[src/hdl/ordered_timer_queue_core_assert.svh]
// Assertion macros shared by the timer queue modules.
// Each expects clk and rst in scope; checks are off while rst is high.
`ifndef ORDERED_TIMER_QUEUE_CORE_ASSERT_SVH
`define ORDERED_TIMER_QUEUE_CORE_ASSERT_SVH

// When ante holds, cons must hold in the same cycle.
`define OTQ_ASSERT_IMPL(label, ante, cons, msg) \
  label: assert property (@(posedge clk) disable iff (rst) (ante) |-> (cons)) \
    else $error(msg);

// When ante holds, cons must hold in the next cycle.
`define OTQ_ASSERT_NEXT(label, ante, cons, msg) \
  label: assert property (@(posedge clk) disable iff (rst) (ante) |=> (cons)) \
    else $error(msg);

`endif

[src/hdl/otq_pkg.sv]
package otq_pkg;

  localparam int TIMER_COUNT = 16;
  localparam int IDX_W = (TIMER_COUNT > 1) ? $clog2(TIMER_COUNT) : 1;
  localparam int CNT_W = $clog2(TIMER_COUNT + 1);
  localparam int TICK_W = 32;

  typedef enum logic [1:0] {
    ACT_TICK   = 2'd0,
    ACT_START  = 2'd1,
    ACT_STOP   = 2'd2,
    ACT_RELOAD = 2'd3
  } action_t;

  typedef struct packed {
    logic latch;
    logic tick_inc;
    logic take;
    logic emit;
    logic emit_last;
    logic drop_front;
    logic pos_inc;
    logic unlink;
    logic set_dl;
    logic insert;
  } otq_cmd_t;

  typedef struct packed {
    action_t act;
    logic    in_ok;
    logic    due;
    logic    pend_valid;
    logic    out_busy;
    logic    is_active;
    logic    match;
    logic    pos_end;
    logic    ins_here;
  } otq_sts_t;

endpackage

[src/hdl/ordered_timer_queue_core.sv]
// Ordered one-shot timer queue.
// Input channel s_*: one item per command. s_tuser carries the action (tick, start,
// stop, set reload); s_tdata carries the timer index and the reload tick count.
// Output channel m_*: one item per expired timer, emitted only on a tick, in
// deadline order; m_tlast marks the final expiry of that tick.
// Items are taken one at a time; s_tready is high only while the block is idle.
// Set-reload is written as the command is accepted. Stop and start walk the
// sorted list one entry per cycle: stop to unlink the timer if it is running,
// start first to unlink it if it is running, then to find the insertion slot.
// A tick first advances the tick counter, then pops the due timers in deadline
// order; each popped timer is held back in a pending register so its last flag
// is known.
// Results go through an output register; when m_tready is low the expiry walk
// holds until the register frees, and no result is lost. The next command is
// accepted while the final result of a tick still waits.
// Synchronous reset clears the tick counter, all reload values and the running
// set; no clearing pass is needed.
module ordered_timer_queue_core
  import otq_pkg::*;
(
  input  logic        clk,
  input  logic        rst,
  input  logic        s_tvalid,
  output logic        s_tready,
  input  logic [39:0] s_tdata,   // [3:0] timer_index, [35:4] reload_ticks, [39:36] zero
  input  logic [1:0]  s_tuser,   // [1:0] action
  output logic        m_tvalid,
  input  logic        m_tready,
  output logic [39:0] m_tdata,   // [3:0] expired_timer, [35:4] now_ticks, [39:36] zero
  output logic        m_tlast    // last_one
);

  otq_cmd_t    cmd;
  otq_sts_t    sts;
  logic [3:0]  out_timer;
  logic [31:0] out_now;

  otq_ctrl u_ctrl (
    .clk      (clk),
    .rst      (rst),
    .in_valid (s_tvalid),
    .in_ready (s_tready),
    .in_action(action_t'(s_tuser)),
    .sts      (sts),
    .cmd      (cmd)
  );

  otq_datapath u_dp (
    .clk      (clk),
    .rst      (rst),
    .cmd      (cmd),
    .sts      (sts),
    .in_action(s_tuser),
    .in_index (s_tdata[3:0]),
    .in_reload(s_tdata[35:4]),
    .out_ready(m_tready),
    .out_valid(m_tvalid),
    .out_timer(out_timer),
    .out_now  (out_now),
    .out_last (m_tlast)
  );

  assign m_tdata = {4'd0, out_now, out_timer};

endmodule

[src/hdl/otq_datapath.sv]
module otq_datapath
  import otq_pkg::*;
(
  input  logic        clk,
  input  logic        rst,
  input  otq_cmd_t    cmd,
  output otq_sts_t    sts,
  input  logic [1:0]  in_action,
  input  logic [3:0]  in_index,
  input  logic [31:0] in_reload,
  input  logic        out_ready,
  output logic        out_valid,
  output logic [3:0]  out_timer,
  output logic [31:0] out_now,
  output logic        out_last
);

  action_t            act_q;
  logic [IDX_W-1:0]   idx_q;
  logic [TICK_W-1:0]  tick_count;
  logic [TICK_W-1:0]  reload_table [TIMER_COUNT];
  logic [TICK_W-1:0]  deadline_table [TIMER_COUNT];
  logic [TIMER_COUNT-1:0] active;
  logic [IDX_W-1:0]   order_list [TIMER_COUNT];
  logic [CNT_W-1:0]   active_count;
  logic [CNT_W-1:0]   pos;
  logic [TICK_W-1:0]  dl;
  logic [IDX_W-1:0]   pend_idx;
  logic               pend_valid;

  logic [IDX_W-1:0]   in_idx;
  logic [IDX_W-1:0]   cur;
  logic [TICK_W-1:0]  cur_dl;
  logic [TICK_W-1:0]  diff_due;
  logic [TICK_W-1:0]  diff_ins;
  logic [TICK_W-1:0]  new_dl;

  assign in_idx   = IDX_W'(in_index);
  assign cur      = order_list[pos[IDX_W-1:0]];
  assign cur_dl   = deadline_table[cur];
  assign diff_due = tick_count - cur_dl;
  assign diff_ins = cur_dl - dl;
  assign new_dl   = tick_count + reload_table[idx_q];

  always_comb begin
    sts.act        = act_q;
    sts.in_ok      = ({28'd0, in_index} < 32'(TIMER_COUNT));
    sts.due        = (pos < active_count) && !diff_due[TICK_W-1];
    sts.pend_valid = pend_valid;
    sts.out_busy   = out_valid && !out_ready;
    sts.is_active  = active[idx_q];
    sts.match      = (cur == idx_q);
    sts.pos_end    = (pos == active_count);
    sts.ins_here   = (diff_ins != '0) && !diff_ins[TICK_W-1];
  end

  always_ff @(posedge clk) begin
    if (rst) begin
      tick_count <= '0;
      active <= '0;
      active_count <= '0;
      pos <= '0;
      pend_valid <= 1'b0;
      out_valid <= 1'b0;
      act_q <= ACT_TICK;
      for (int i = 0; i < TIMER_COUNT; i++) begin
        reload_table[i] <= '0;
      end
    end else begin
      if (cmd.latch) begin
        act_q <= action_t'(in_action);
        idx_q <= in_idx;
        if (action_t'(in_action) == ACT_RELOAD && sts.in_ok) begin
          reload_table[in_idx] <= in_reload;
        end
      end
      if (cmd.tick_inc) begin
        tick_count <= tick_count + 1'b1;
      end
      if (cmd.set_dl) begin
        deadline_table[idx_q] <= new_dl;
        dl <= new_dl;
      end

      if (cmd.latch || cmd.drop_front || cmd.set_dl) begin
        pos <= '0;
      end else if (cmd.take || cmd.pos_inc) begin
        pos <= pos + 1'b1;
      end

      // hold the popped timer back in a pending register so its last flag is known
      if (cmd.take) begin
        active[cur] <= 1'b0;
        pend_idx <= cur;
        pend_valid <= 1'b1;
      end else if (cmd.emit) begin
        pend_valid <= 1'b0;
      end

      if (cmd.unlink) begin
        for (int i = 0; i < TIMER_COUNT - 1; i++) begin
          if (CNT_W'(i) >= pos) begin
            order_list[i] <= order_list[i + 1];
          end
        end
        active_count <= active_count - 1'b1;
        active[idx_q] <= 1'b0;
      end else if (cmd.insert) begin
        for (int i = 0; i < TIMER_COUNT; i++) begin
          if (CNT_W'(i) == pos) begin
            order_list[i] <= idx_q;
          end else if (i > 0 && CNT_W'(i) > pos) begin
            order_list[i] <= order_list[i - 1];
          end
        end
        active_count <= active_count + 1'b1;
        active[idx_q] <= 1'b1;
      end else if (cmd.drop_front) begin
        // advance the list past every timer popped on this tick
        for (int i = 0; i < TIMER_COUNT; i++) begin
          if ((CNT_W + 1)'(i) + (CNT_W + 1)'(pos) < (CNT_W + 1)'(TIMER_COUNT)) begin
            order_list[i] <= order_list[IDX_W'(i + int'(pos))];
          end
        end
        active_count <= active_count - pos;
      end

      if (cmd.emit) begin
        out_valid <= 1'b1;
        out_timer <= 4'(pend_idx);
        out_now <= tick_count;
        out_last <= cmd.emit_last;
      end else if (out_ready) begin
        out_valid <= 1'b0;
      end
    end
  end

  function automatic int pos_taken();
    pos_taken = (act_q == ACT_TICK) ? int'(pos) : 0;
  endfunction

`include "ordered_timer_queue_core_assert.svh"

  `OTQ_ASSERT_IMPL(a_count_bound, 1'b1, active_count <= CNT_W'(TIMER_COUNT), "count overflow")
  `OTQ_ASSERT_IMPL(a_flags_match_count, 1'b1,
    $countones(active) == int'(active_count) - int'(pos_taken()),
    "active flags disagree with count")
  `OTQ_ASSERT_IMPL(a_emit_pending, cmd.emit, pend_valid, "emit without pending timer")
  `OTQ_ASSERT_IMPL(a_insert_inactive, cmd.insert, !active[idx_q], "insert of listed timer")

endmodule

[src/hdl/otq_ctrl.sv]
module otq_ctrl
  import otq_pkg::*;
(
  input  logic     clk,
  input  logic     rst,
  input  logic     in_valid,
  output logic     in_ready,
  input  action_t  in_action,
  input  otq_sts_t sts,
  output otq_cmd_t cmd
);

  typedef enum logic [5:0] {
    S_IDLE = 6'b000001,
    S_TICK = 6'b000010,
    S_DUE  = 6'b000100,
    S_UNL  = 6'b001000,
    S_DL   = 6'b010000,
    S_LINK = 6'b100000
  } state_t;

  state_t state, state_next;

  assign in_ready = (state == S_IDLE);

  always_comb begin
    state_next = state;
    cmd = '0;
    case (state)
      S_IDLE: begin
        if (in_valid) begin
          cmd.latch = 1'b1;
          if (in_action == ACT_TICK) begin
            state_next = S_TICK;
          end else if (sts.in_ok && (in_action == ACT_START || in_action == ACT_STOP)) begin
            state_next = S_UNL;
          end
        end
      end
      S_TICK: begin
        cmd.tick_inc = 1'b1;
        state_next = S_DUE;
      end
      S_DUE: begin
        if (sts.due) begin
          if (!(sts.pend_valid && sts.out_busy)) begin
            cmd.emit = sts.pend_valid;
            cmd.take = 1'b1;
          end
        end else if (!sts.pend_valid) begin
          cmd.drop_front = 1'b1;
          state_next = S_IDLE;
        end else if (!sts.out_busy) begin
          cmd.emit = 1'b1;
          cmd.emit_last = 1'b1;
          cmd.drop_front = 1'b1;
          state_next = S_IDLE;
        end
      end
      S_UNL: begin
        if (!sts.is_active || sts.match) begin
          cmd.unlink = sts.is_active;
          state_next = (sts.act == ACT_START) ? S_DL : S_IDLE;
        end else begin
          cmd.pos_inc = 1'b1;
        end
      end
      S_DL: begin
        cmd.set_dl = 1'b1;
        state_next = S_LINK;
      end
      S_LINK: begin
        if (sts.pos_end || sts.ins_here) begin
          cmd.insert = 1'b1;
          state_next = S_IDLE;
        end else begin
          cmd.pos_inc = 1'b1;
        end
      end
      default: begin
        state_next = S_IDLE;
      end
    endcase
  end

  always_ff @(posedge clk) begin
    if (rst) begin
      state <= S_IDLE;
    end else begin
      state <= state_next;
    end
  end

`include "ordered_timer_queue_core_assert.svh"

  `OTQ_ASSERT_NEXT(a_tick_then_due, state == S_TICK, state == S_DUE, "tick did not check expiry")
  `OTQ_ASSERT_IMPL(a_one_list_op, 1'b1,
    $countones({cmd.unlink, cmd.insert, cmd.drop_front}) <= 1, "list ops collide")
  `OTQ_ASSERT_NEXT(a_dl_then_link, state == S_DL, state == S_LINK, "deadline not followed by link")

endmodule
[config.mk]
export PLATFORM = sky130hd
export DESIGN_NAME = ordered_timer_queue_core
export DESIGN_NICKNAME = d
export VERILOG_FILES = /design/src/hdl/otq_pkg.sv /design/src/hdl/ordered_timer_queue_core.sv /design/src/hdl/otq_datapath.sv /design/src/hdl/otq_ctrl.sv
export VERILOG_INCLUDE_DIRS = /design/src /design/src/hdl
export SDC_FILE = /design/constraint.sdc
export NUM_CORES = 2
export LEC_CHECK = 0
export ABC_AREA = 1
export BUFFER_PORTS_ARGS = -buffer_cell sky130_fd_sc_hd__buf_2
export CAP_MARGIN = 0
export CORE_AREA = 2 2 421 423
export CTS_CLUSTER_SIZE = 12
export DETAILED_ROUTE_END_ITERATION = 16
export DIE_AREA = 0 0 423 425
export SYNTH_ARGS = -nofsm -noshare
export SYNTH_HDL_FRONTEND = slang
export SYNTH_SLANG_ARGS = --single-unit
[constraint.sdc]
create_clock -name clk -period 10.7 [get_ports clk]
set_input_delay 2.14 -clock clk [delete_from_list [all_inputs] [get_ports clk]]
set_output_delay 2.14 -clock clk [all_outputs]
set_load 0.01 [all_outputs]
==> summary.md <==
| Metric | Value |
|---|---|
| ANT nets after route | `0` |
| Worst Tran Pin Value | `between 1 and 1.5 ns` |
| Vias | `47258` |
| Slew margin rel. | `7.26%` |
| Final non-filler cell total | `8546` |
| Largest family of logic cells by synthesized area | `simple AND/OR/NAND/NOR gates` |
| Layout net count | `roughly 6300` |
| Global route overflow | `0` |
| Layout cells sized above 1 | `around 8.2%` |
| Pwr Density | `200 nW/um^2` |
| Slowest cell on the critical path | `nand2_4` |
| Crit path max fanout | `62` |
| DP HPWL | `about 130 mm` |
| P&R area growth vs syn | `12.2%` |
| Clk sink count | `between 1000 and 1500` |
| CP Launch Type | `flop` |
| TritonRoute pass-1 iters | `6` |
| Syn_area_per_cell | `between 9 and 10 um^2` |
| Placed Cells incl. Taps | `roughly 8300` |
| Period Utilization, post-route | `around four fifths` |
| Most frequent cells in the layout | `edfxtp_1 (1165), nand2_1 (857), nor2_1 (772)` |
| Clock-pin slew on the worst setup and hold paths | `around 0.06 ns` |
| Hold_buf cts | `0` |
| Setup bufs post-CTS | `0` |
| Routed len/inst | `24.0 um` |
| H-tree Lvls | `4` |
| Root Buffer | `clkbuf_16` |
| Core area | `175000 um^2` |
| I/O Pins | `between 80 and 90` |
| Predominant post-synthesis flop cell | `edfxtp_1` |
| Die height | `between 400 and 500 um` |
| Later-pin clock latency in the skew report | `between 0.8 and 0.9 ns` |
| Die area | `between 150000 and 200000 um^2` |
| Starting Density | `between 30% and 40%` |
| Vias per inst | `5.53` |
| IO buf count | `80` |
| Clock Tree Buf Depth | `3` |
| CTS resizes | `0` |
| Synth Register Bits | `around 1200` |
| Drt first-iter violations | `slightly below 6000` |
| Final setup margin | `2.21 ns` |
| Proportion of synthesized area in mux cells | `under 10%` |
| Initial antenna violation count | `10` |
| GRT Overall Usage | `around 22%` |
| # DRC | `0` |
| Pin count of the biggest net entering global routing | `roughly 150` |
| WP data required | `around 11 ns` |
| # fillers | `between 15000 and 20000` |
| GP Congestion | `between 1 and 1.5` |
| Max-cap violations | `0` |
| Status | `finished clean` |
| EDFF count, synth | `~1200` |
| Fin. max-slew vios | `0` |
| Final WL | `205 mm` |
| Xor/xnor share of the synthesized area | `1.00%` |
| Setup WS pre-CTS | `around 2.5 ns` |
| Total number of yosys warnings | `0` |
| DP Area | `64100 um^2` |
| Final-report hold violation count | `0` |
| Netlist Area Pre-Place | `61000 um^2` |
| LEAKAGE | `about 26 nW` |
| Adder-cell share of the synthesized area | `2.44%` |
| Num rows | `approximately 150` |
| Post-Synth Simple-Gate Area | `between 10% and 20%` |
| First-pass GRT wire length | `just under 300 mm` |
| Vias in the first global route | `about 44000` |
| Most common cell after layout, fill and taps aside | `edfxtp_1` |
| CP max stage delay | `0.74 ns` |
| CP Data Arrival Time | `8.96 ns` |
| Complex-gate fraction of the synthesized area | `between 10% and 20%` |
| Die X-Extent | `423 um` |
| Maximum VDD drop | `roughly 0.00017 V` |
| RSZ-0062 raised after global routing | `false` |
| TritonCTS clock tree | `built` |
| Min-Delay Path Class | `flop to flop` |
| Setup violators final | `0` |
| Seq/Total Area, Yosys | `59.9%` |
| Post-synth cell types | `63` |
| Fmax achieved | `between 100 and 150 MHz` |
| Post-Synthesis Cells | `6130` |
| Fin crit period | `about 8.5 ns` |
| Num CTS Buffers | `approximately 140` |
| Worst setup path category | `flop to flop` |
| Async S/R FF share, synth | `0%` |
| Clk_skew | `between 0.06 and 0.07 ns` |
| Final Cell Area | `between 60000 and 70000 um^2` |
| Hold WS | `around 0.42 ns` |
| CP Capture Type | `flop` |
| Crit path top cell by count | `nand2_1` |
| TNS Setup | `0 ns` |
-- sequential cells by signal, indices dropped and copies added, names as in the netlist, named ones only --
register / flops
u_dp.tick_count: 32
u_dp.act_q: 2
u_dp.reload_table: 512
u_dp.pos: 5
u_dp.pend_valid: 1
u_ctrl.state: 6
u_dp.out_valid: 1
u_dp.active: 16
u_dp.dl: 32
u_dp.deadline_table: 512
u_dp.out_last: 1
u_dp.out_now: 32
u_dp.idx_q: 4
u_dp.pend_idx: 4
u_dp.order_list: 64
u_dp.active_count: 5
u_dp.out_timer: 4
-- worst paths after layout --
kind,start,endpoint,slack [ns],depth (start not counted)
max,flop,u_dp.order_list[13][3]$_DFFE_PP_,2.21,36
min,u_dp.pend_idx[2]$_DFFE_PP_,u_dp.out_timer[2]$_DFFE_PP_,0.42,0
max reg2reg,flop,u_dp.order_list[13][3]$_DFFE_PP_,2.21,36
min reg2reg,u_dp.pend_idx[2]$_DFFE_PP_,u_dp.out_timer[2]$_DFFE_PP_,0.42,0
-- kinds of logic (layout without fill, tap and decap cells) --
| logic type | Yosys count | count (layout) |
|---|---|---|
| muxes | 155 | 155 |
| xor gates and xnor gates | 69 | 69 |
| other | 1 | 8 |
| buffers and inverters | 909 | 978 |
| and+or+nand+nor | 2215 | 2215 |
| AOI/OAI and AO/OA | 1423 | 1423 |
| adders and majority gates | 117 | 117 |
| DFF | 1241 | 1241 |
-- per-layer routing --
layer | vias to the layer above | routed length [um] | track usage, %
li1 | 21605 | - | -
met2 | 2235 | 95200 | 35.6
met1 | 22941 | 82900 | 28.8
met4 | 6 | 9880 | 10.5
met5 | - | 36 | 0
met3 | 471 | 16800 | 3.72
-- cell type report --
| type | instances | area (um^2) | share of cell area, % |
|---|---|---|---|
| sequential | 1241 | 36500 | 53.4 |
| multi-input combinational | 3983 | 21300 | 31.1 |
| clock buffer | 183 | 3650 | 5.34 |
| tap | 2340 | 2930 | 4.28 |
| inverter | 560 | 2110 | 3.08 |
| timing repair buffer | 184 | 1230 | 1.80 |
| clock inverter | 51 | 679 | 0.993 |
| antenna | 4 | 10.0 | 0.0146 |
-- power breakdown --
group / leakage (nW) / switching [mW] / internal [mW]
Combinational: 12.0 / 2.34 / 0.886
Sequential: 11.8 / 0.116 / 5.73
Clock: 2.07 / 2.05 / 2.56
Total: 25.9 / 4.51 / 9.17
-- worst max-delay path, delay by kind of cell (launching register included) --
family	cells	cell delay, ns
AND/OR/NAND/NOR	21	4.19
AO/OA/AOI/OAI	8	1.69
buffers and inverters	6	1.61
flip-flops	1	0.30
adder cells (fa/ha/maj)	1	0.29
-- cells in the mapped netlist, drive strengths merged, types with 2 or more instances --
library cell	number	area share (%)
o31ai	3	0.037
nor2	797	4.9
or2	34	0.35
clkinv	7	0.043
o21a	6	0.074
nand3	302	2.6
nor3b	3	0.037
nand3b	4	0.049
nor3	40	0.33
a31o	4	0.057
nand4	107	1.1
o21bai	3	0.037
xnor2	16	0.23
nand2	904	5.6
nor4	20	0.22
dfxtp	76	2.5
a32oi	7	0.10
buf	81	0.62
clkbuf	268	1.7
a31oi	9	0.092
a21o	2	0.025
o22ai	257	2.6
a211oi	6	0.074
nor4b	2	0.029
mux2	3	0.055
mux2i	152	2.5
o21ai	648	5.3
o211ai	137	1.7
xor2	53	0.77
ha	114	2.3
fa	3	0.099
o2111ai	4	0.057
a2111oi	2	0.029
a21oi	315	2.6
inv	553	3.4
o221ai	12	0.17
edfxtp	1165	57
a21boi	2	0.025
-- per-stage QoR --
stage / util (%) / total power [mW]
finish: 39.0 / 13.7
global route: 39.0 / 14.2
CTS: 39.0 / 13.7
detailed placement: 36.5 / 9.11
global placement: 36.5 / 9.07
floorplan: - / 7.97
Note: power is estimated with default switching activity, not from simulation.
